**src/gsp_pkg.sv**
```systemverilog
`timescale 1ns / 1ps
package gsp_pkg;

    localparam int COEF_W  = 20;
    localparam int PNT_W   = 25;
    localparam int PROD_W  = 45;
    localparam int DOT_W   = 48;
    localparam int WIDE_W  = 64;
    localparam int QUOT_W  = 16;
    localparam int LIM_W   = 19;
    localparam int CFG_W   = 60;
    localparam int IDX_W   = 3;
    localparam int HEIGHT_SHIFT = 10;

    // Divider: operand prep, one stage per quotient bit, rounding, saturation.
    localparam int DIV_LAT = QUOT_W + 3;
    localparam int FRONT_LAT = 4;
    localparam int LATENCY = FRONT_LAT + DIV_LAT;

    localparam logic [LIM_W-1:0] LIMIT_RESET = 19'd51200;

    localparam logic [IDX_W-1:0] REG_ROW0   = 3'd0;
    localparam logic [IDX_W-1:0] REG_ROW1   = 3'd1;
    localparam logic [IDX_W-1:0] REG_ROW2   = 3'd2;
    localparam logic [IDX_W-1:0] REG_OFFSET = 3'd3;
    localparam logic [IDX_W-1:0] REG_LIMIT  = 3'd4;

    function automatic logic signed [COEF_W-1:0] field20(input logic [CFG_W-1:0] packed_val,
                                                         input int col);
        return packed_val[col*COEF_W +: COEF_W];
    endfunction

endpackage

```
**src/gsp_div.sv**
```systemverilog
`timescale 1ns / 1ps
module gsp_div (
    input  logic                                  i_clk,
    input  logic signed [gsp_pkg::DOT_W-1:0]      i_num,
    input  logic        [gsp_pkg::DOT_W-1:0]      i_den,
    output logic signed [gsp_pkg::QUOT_W-1:0]     o_quot
);
    localparam int QW = gsp_pkg::QUOT_W;
    localparam int WW = gsp_pkg::WIDE_W;
    localparam int DW = gsp_pkg::DOT_W;

    logic [WW-1:0] r_rem [0:QW];
    logic [WW-1:0] r_den [0:QW];
    logic [QW-1:0] r_q   [0:QW];
    logic          r_neg [0:QW];
    logic          r_ovf [0:QW];

    logic [DW-1:0] mag;
    logic [WW-1:0] n_rem0;
    logic [WW-1:0] n_den0;
    logic          n_ovf0;

    always_comb begin
        mag    = i_num[DW-1] ? DW'(-i_num) : DW'(i_num);
        n_rem0 = WW'(mag);
        n_den0 = WW'(i_den);
        // A quotient of 2^16 or more saturates whatever the rounding.
        n_ovf0 = n_rem0 >= (n_den0 << QW);
    end

    always_ff @(posedge i_clk) begin
        r_rem[0] <= n_rem0;
        r_den[0] <= n_den0;
        r_q[0]   <= '0;
        r_neg[0] <= i_num[DW-1];
        r_ovf[0] <= n_ovf0;
    end

    for (genvar k = 0; k < QW; k++) begin : g_step
        logic [WW-1:0] sh;
        logic [WW-1:0] n_rem;
        logic [QW-1:0] n_q;
        always_comb begin
            sh    = r_den[k] << (QW - 1 - k);
            n_rem = r_rem[k];
            n_q   = r_q[k];
            if (r_rem[k] >= sh) begin
                n_rem = r_rem[k] - sh;
                n_q[QW-1-k] = 1'b1;
            end
        end
        always_ff @(posedge i_clk) begin
            r_rem[k+1] <= n_rem;
            r_den[k+1] <= r_den[k];
            r_q[k+1]   <= n_q;
            r_neg[k+1] <= r_neg[k];
            r_ovf[k+1] <= r_ovf[k];
        end
    end

    logic [WW-1:0] two_r;
    logic          round_up;
    logic [QW:0]   n_qr;
    logic [QW:0]   r_qr;
    logic          r_neg_rd;
    logic          r_ovf_rd;

    always_comb begin
        two_r    = r_rem[QW] << 1;
        round_up = (two_r > r_den[QW]) || ((two_r == r_den[QW]) && r_q[QW][0]);
        n_qr     = {1'b0, r_q[QW]} + (QW+1)'(round_up);
    end

    always_ff @(posedge i_clk) begin
        r_qr     <= n_qr;
        r_neg_rd <= r_neg[QW];
        r_ovf_rd <= r_ovf[QW];
    end

    logic signed [QW-1:0] n_out;
    logic signed [QW-1:0] r_out;

    always_comb begin
        if (r_neg_rd) begin
            if (r_ovf_rd || (r_qr > (QW+1)'(1 << (QW-1)))) begin
                n_out = {1'b1, {(QW-1){1'b0}}};
            end else begin
                n_out = QW'(-r_qr);
            end
        end else begin
            if (r_ovf_rd || (r_qr > (QW+1)'((1 << (QW-1)) - 1))) begin
                n_out = {1'b0, {(QW-1){1'b1}}};
            end else begin
                n_out = QW'(r_qr);
            end
        end
    end

    always_ff @(posedge i_clk) begin
        r_out <= n_out;
    end

    assign o_quot = r_out;

endmodule

```
**config.mk**
```make
export PLATFORM = sky130hd
export DESIGN_NAME = gsp_div
export DESIGN_NICKNAME = d
export VERILOG_FILES = /design/src/gsp_pkg.sv /design/src/gsp_div.sv
export SDC_FILE = /design/constraint.sdc
export NUM_CORES = 2
export LEC_CHECK = 0
export BUFFER_PORTS_ARGS = -buffer_cell sky130_fd_sc_hd__buf_2
export CORE_ASPECT_RATIO = 1.75
export CORE_MARGIN = 10
export CORE_UTILIZATION = 60
export CTS_BUF_LIST = sky130_fd_sc_hd__clkbuf_4 sky130_fd_sc_hd__clkbuf_8
export DETAILED_ROUTE_END_ITERATION = 8
export PLACE_DENSITY = 0.76
export SYNTH_ARGS = -nofsm -noshare
export SYNTH_HDL_FRONTEND = slang
export SYNTH_SLANG_ARGS = --single-unit
```
**constraint.sdc**
```tcl
create_clock -name i_clk -period 9.3 [get_ports i_clk]
set_clock_uncertainty 0.15 [all_clocks]
set_input_delay 0.93 -clock i_clk [delete_from_list [all_inputs] [get_ports i_clk]]
set_output_delay 0.93 -clock i_clk [all_outputs]
set_load 0.005 [all_outputs]
```
# ---- Word-level counts from Yosys, hierarchy flattened
# Memory sizes are Yosys's and may differ from the RTL's. A register that Yosys moved wholly into a read port is not among the register bits.
# Index checks and enable logic that the tools add are counted.
dict set report totals {
  wordCells 87
  input_bits 97
  ram_bits 2482
  rom_bits 0
  memories 5
  latch_bits 0
  regBits 33
}
dict set report classes {
  n_eq_ne 1
  mul 0
  magnitude_cmp 20
  n_div 0
  bitwise 0
  add_sub_neg 19
  reduce_logical 4
  n_shift 0
  mux 36
}
# name words word_bits read_ports rd_ports_with_merged_regs write_ports line
set memory_table {}
lappend memory_table {r_den 17 64 17 0 17 gsp_div.sv:13} ;# logic [WW-1:0] r_den [0:QW];
lappend memory_table {r_rem 17 64 17 0 17 gsp_div.sv:12} ;# logic [WW-1:0] r_rem [0:QW];
lappend memory_table {r_q 17 16 17 0 17 gsp_div.sv:14} ;# logic [QW-1:0] r_q [0:QW];
lappend memory_table {r_neg 17 1 17 1 17 gsp_div.sv:15} ;# logic r_neg [0:QW];
lappend memory_table {r_ovf 17 1 17 1 17 gsp_div.sv:16} ;# logic r_ovf [0:QW];
# cell n
set op_table {}
lappend op_table {{greater-or-equal comparator 64 bit} 16}
lappend op_table {{2-to-1 mux 64 bit} 16}
lappend op_table {{subtractor 64 bit} 16}
lappend op_table {{equality test 64 bit} 1}
lappend op_table {{greater-or-equal comparator 48 x 64 -> 1 bit} 1}
lappend op_table {{greater-than comparator 64 bit} 1}
lappend op_table {{2-to-1 mux 16 bit} 3}
lappend op_table {{2-to-1 mux 48 bit} 1}
lappend op_table {{negator 48 bit} 1}
lappend op_table {{adder 16 x 1 -> 17 bit} 1}
lappend op_table {{greater-than comparator 17 x 15 -> 1 bit, second input constant} 1}
lappend op_table {{greater-than comparator 17 x 16 -> 1 bit, second input constant} 1}
lappend op_table {{2-to-1 mux 1 bit} 16}
lappend op_table {{negator 16 bit} 1}
lappend op_table {{logical OR 1 bit} 3}
lappend op_table {{logical AND 1 bit} 1}

# ---- Logic depth before layout (Yosys ltp)
# An unclocked memory read counts as a cell.
dict set report depth {
  depth_word 5
  mapped_depth 22
  mapped_depth_nobuf 21
}

# ---- Worst setup path before layout
# Ideal clock, no wire load.
dict set report synth_timing {
  kind {input -> register}
  start {input i_num[13] (netlist name)}
  end {memory r_ovf[0]}
  setup_slack_ns 4.275
  t_arrival_ns 4.757
  required_time_ns 9.032
  n_path_buf 1
  stages 22
  setup_ns 0.118
  cell_sequence {buf_6 > or4_4 > nor3_2 > nand2_1 > or2_4 > nand2b_4 > nand2b_4 > or4_4 > or3_4 > o41ai_1 > xnor2_1 > ha_1 > a21oi_1 > nor2b_1 > o21ai_0 > nand2b_1 > a21oi_1 > nor2b_1 > o21ai_0 > nand2b_1 > a21oi_1 > a21oi_1}
}
# item line
set synth_rtl {}
lappend synth_rtl {{start: declaration} gsp_div.sv:4} ;# input logic signed [gsp_pkg::DOT_W-1:0] i_num,
lappend synth_rtl {{end: declaration} gsp_div.sv:16}

==> summary.log <==
[routing] remaining design rule violation count 0
[worst_setup_path] most common cell type on the critical path sky130_fd_sc_hd__o31a_1
[sta] setup TNS after final layout 0 ns
[synth] register area share after synthesis 0.4117
[sta] RSZ-0062 raised after global routing no
[sta] final worst setup slack 3.763 ns
[power] maximum ir drop on the vdd rail 0.2552 mV
[clocking] insertion delay to the later sink of the worst-skew pair 0.98 ns
[placed_design] post-placement cell area 104,000 um^2
[power] Leakage Power 0.05103 uW
[global_route] pin count of the biggest net entering global routing 86
[worst_setup_path] largest fanout of any net on the critical path 4
[global_route] Remaining Overflow, GRT 0
[final_layout] fill cell instance count of the final layout 13,970
[status] status complete, but fails checks
[floorplanning] FP Rows 199
[worst_setup_path] register-to-register setup slack 3.76 ns
[worst_setup_path] launch point of the worst reg-to-reg path r_den[0][257]$_DFF_P_
[synth] top post-synthesis cells by count 2,092 x sky130_fd_sc_hd__dfxtp_1, 1,083 x sky130_fd_sc_hd__a21oi_1, 1,077 x sky130_fd_sc_hd__inv_1
[floorplanning] number of top-level design ports 113
[clocking] Clock Tree Root sky130_fd_sc_hd__clkbuf_8
[clocking] TritonCTS Buffers 303
[synth] Post-synth EDFFs 0
[routing] antenna-violating nets left 0
[worst_setup_path] chain of cells forming the critical path inv_1, ha_1, nor2b_1, o31a_1, o31a_1, o32a_1, a2111oi_1, o21ai_0, a41oi_1, nor2_1, a211oi_1, o311ai_0, xnor2_1
[worst_setup_path] CP startpoint kind register
[status] violations in the final reports capacitance limit
[synth] share of the synthesized area in the top cell type 0.4117
[routing] count of TritonRoute iterations in the first routing pass 6
[synth] synth unique cells 97
[global_route] first-pass GRT wire length 435.4 mm
[power] total power of the final layout 34,660 uW
[placed_design] post-detail-place hpwl 222.7 mm
[sta] count of final hold-check violations 0
[worst_setup_path] Top delay family on crit path compound AO/OA/AOI/OAI gates
[worst_hold_path] worst min-delay path startpoint i_num[15]
[floorplanning] Die Footprint 187,000 um^2
[floorplanning] chip height 564.7 um
[worst_setup_path] worst reg2reg endpoint r_rem[0][382]$_DFF_P_
[placed_design] RD Place Congestion 1.057
[synth] synthesized net count 12,660
[routing] Vias 83,300
[synth] Mapped Cells 11,710
[sta] measured slew at the worst slew-check pin 1.477 ns
[worst_setup_path] worst-path cell with the longest stage delay sky130_fd_sc_hd__a2111oi_1
[synth] share of synthesized registers carrying an async set or reset 0
[worst_setup_path] sort of element at the end of the critical path register
[floorplanning] Die Span X 331.2 um
[clocking] H-Tree Depth 5
[placed_design] worst setup slack before clock tree synthesis 3.418 ns
[sta] final-report setup violation count 0
[worst_setup_path] required time at the worst-slack endpoint 9.92 ns
[clocking] number of setup buffers added after CTS 0
[sta] total count of max-transition violations in the final report 0
[power] Power Dens Cells 311.4 nW/um^2
[sta] final worst hold slack 0.07895 ns
[routing] 1st-iter DRT viols 4,287
[routing] via-per-instance ratio 5.826
[synth] top cell type by total area after synthesis sky130_fd_sc_hd__dfxtp_1
[worst_setup_path] arrival time reported for the critical path endpoint 6.16 ns
[final_layout] fraction of final layout cells sized beyond drive strength 1 0.07555
[synth] most frequently used flop master after synthesis sky130_fd_sc_hd__dfxtp_1
[placed_design] Port Buf Inserts 112
[sta] period utilization 0.5954
[flow_run] Maximum Capacitance Violations 1
[worst_hold_path] endpoint with the worst hold slack r_rem[0][15]$_DFF_P_
[worst_hold_path] worst min path class in2reg
[worst_hold_path] hold depth 2
[clocking] CTS tree built
[routing] detailed-route wire length per cell 19.57 um
[worst_setup_path] delay of the slowest critical-path stage 0.83 ns
[synth] number of warning messages in the yosys log 0
[final_layout] area of all placed cells without fillers 111,300 um^2
[worst_setup_path] number of cells on the worst reg-to-reg path 13
[global_route] vias in the first global route 87,730
[clocking] number of clock sinks 2,092
[global_route] gr usage total 0.2861
[worst_setup_path] critical path buffer and inverter count 1
[final_layout] Final #Nets 12,790
[sta] maximum frequency from static timing analysis 0.1806 GHz
[sta] max-slew headroom at the worst pin 0.005922
[worst_setup_path] CP Class reg2reg
[synth] post-synthesis sequential element count 2,092
[floorplanning] starting utilization of the core area 0.6043
[final_layout] area growth from synthesis to layout 9.415%
[sta] minimum period implied by the final worst setup slack 5.537 ns
[global_route] initial antenna violation count 6
[synth] dominant cell by count in the synthesized netlist sky130_fd_sc_hd__dfxtp_1
[synth] cells taking the most area after synthesis sky130_fd_sc_hd__dfxtp_1 41%, sky130_fd_sc_hd__ha_1 10%, sky130_fd_sc_hd__a21oi_1 5.3%, sky130_fd_sc_hd__xnor2_1 4.6%, sky130_fd_sc_hd__o21ai_0 4.3%
[synth] combined area of all synthesized cells 101,700 um^2
[routing] final routed wirelength across all metal layers 279.8 mm
[floorplanning] Core ar. 168,300 um^2
[clocking] number of buffers between clock root and the deepest sink 4
[clocking] Reg clk slew, reported paths 0.06 ns
[synth] Post-Synthesis Mean Instance Area 8.690 um^2
-- report_power, final --
group          internal [uW]  total (uW)  switching, uW  leakage, uW
clock network           4370        7810           3440      0.00348
logic                   6100       14900           8760       0.0300
registers              10900       12000           1080       0.0175
total                  21400       34700          13300       0.0510
-- registers in the layout (all words and copies together), names as in the netlist --
name,count
r_q,136
o_quot,16
r_den,816
r_ovf_rd,1
r_rem,1071
r_neg_rd,1
r_ovf,17
r_qr,17
r_neg,17
-- stage by stage --
step                      utilization  instances
final                          0.6612      14300
after global routing           0.6612      14300
after CTS                      0.6608      14270
after detailed placement       0.6180      13680
after global placement         0.6180      13680
after floorplan                     -      11710
-- how the worst max path moves through the flow --
stage | start | to | slack (ns) | cells after the start
2_1_floorplan | i_num[13] | r_ovf[0]$_DFF_P_ | 4.28 | 22
3_3_place_gp | i_num[5] | r_ovf[0]$_DFF_P_ | 3.41 | 20
3_5_place_dp | i_num[5] | r_ovf[0]$_DFF_P_ | 3.42 | 20
4_1_cts | r_den[2][44]$_DFF_P_ | r_qr[14]$_DFF_P_ | 3.82 | 17
5_1_grt | i_num[6] | r_ovf[0]$_DFF_P_ | 3.47 | 21
6_report | r_den[0][257]$_DFF_P_ | r_rem[0][382]$_DFF_P_ | 3.76 | 13
-- logic make-up (layout without fill, tap and decap cells) --
group	Yosys count	count (layout)	synth area share
AO/OA/AOI/OAI	3335	3335	0.2020
AND/OR/NAND/NOR	2952	2952	0.1374
flip-flops	2092	2092	0.4117
buffers and inverters	1488	1841	0.05537
XOR/XNOR	878	878	0.07560
adder cells (fa/ha/maj)	853	853	0.1061
multiplexers	107	107	0.01180
other	0	29	0
-- worst reg2reg max path: stages (launching register included) --
cell and delay [ns]:
sky130_fd_sc_hd__dfxtp_1 0.37, sky130_fd_sc_hd__inv_1 0.06, sky130_fd_sc_hd__ha_1 0.29, sky130_fd_sc_hd__nor2b_1 0.15, sky130_fd_sc_hd__o31a_1 0.27, sky130_fd_sc_hd__o31a_1 0.31, sky130_fd_sc_hd__o32a_1 0.47, sky130_fd_sc_hd__a2111oi_1 0.83
sky130_fd_sc_hd__o21ai_0 0.42, sky130_fd_sc_hd__a41oi_1 0.62, sky130_fd_sc_hd__nor2_1 0.21, sky130_fd_sc_hd__a211oi_1 0.78, sky130_fd_sc_hd__o311ai_0 0.25, sky130_fd_sc_hd__xnor2_1 0.17
-- what timing repair did --
action,in CTS,in global routing
setup endpoints to repair,0,0
hold buffers,65,0
gates resized for setup,0,0
hold endpoints to repair,65,0
-- metal layers --
layer  share of wire  wire length, um  vias to the layer above  GRT usage
li1                -                -                    41070          -
met4            0.10            28050                        2     0.2644
met2            0.57           160200                     2263     0.6067
met1            0.30            83510                    38800     0.2111
met3           0.029             7983                     1161    0.03244
met5        0.000025                7                        -          0
-- final cells by class --
class                           count  area [um^2]  area share
Antenna cell                       29        72.57   0.0006521
Clock buffer                      463         5847     0.05254
Clock inverter                     62        700.7    0.006296
Inverter                         1081         4058     0.03646
Multi-Input combinational cell   8125        54310      0.4880
Sequential cell                  2092        41880      0.3763
Tap cell                         2211         2766     0.02486
Timing Repair Buffer              235         1659     0.01491
-- placed cells by master (no fill, tap or decap), types with 340 or more instances in the layout --
| master | n |
|---|---|
| sky130_fd_sc_hd__nor2_1 | 758 |
| sky130_fd_sc_hd__ha_1 | 837 |
| sky130_fd_sc_hd__a21o_1 | 450 |
| sky130_fd_sc_hd__inv_1 | 1075 |
| sky130_fd_sc_hd__a21oi_1 | 1082 |
| sky130_fd_sc_hd__xor2_1 | 340 |
| sky130_fd_sc_hd__dfxtp_1 | 2092 |
| sky130_fd_sc_hd__xnor2_1 | 538 |
| sky130_fd_sc_hd__o21ai_0 | 871 |
| sky130_fd_sc_hd__nand2_1 | 996 |
| sky130_fd_sc_hd__clkbuf_8 | 379 |
Power figures use the tool's default switching activity.
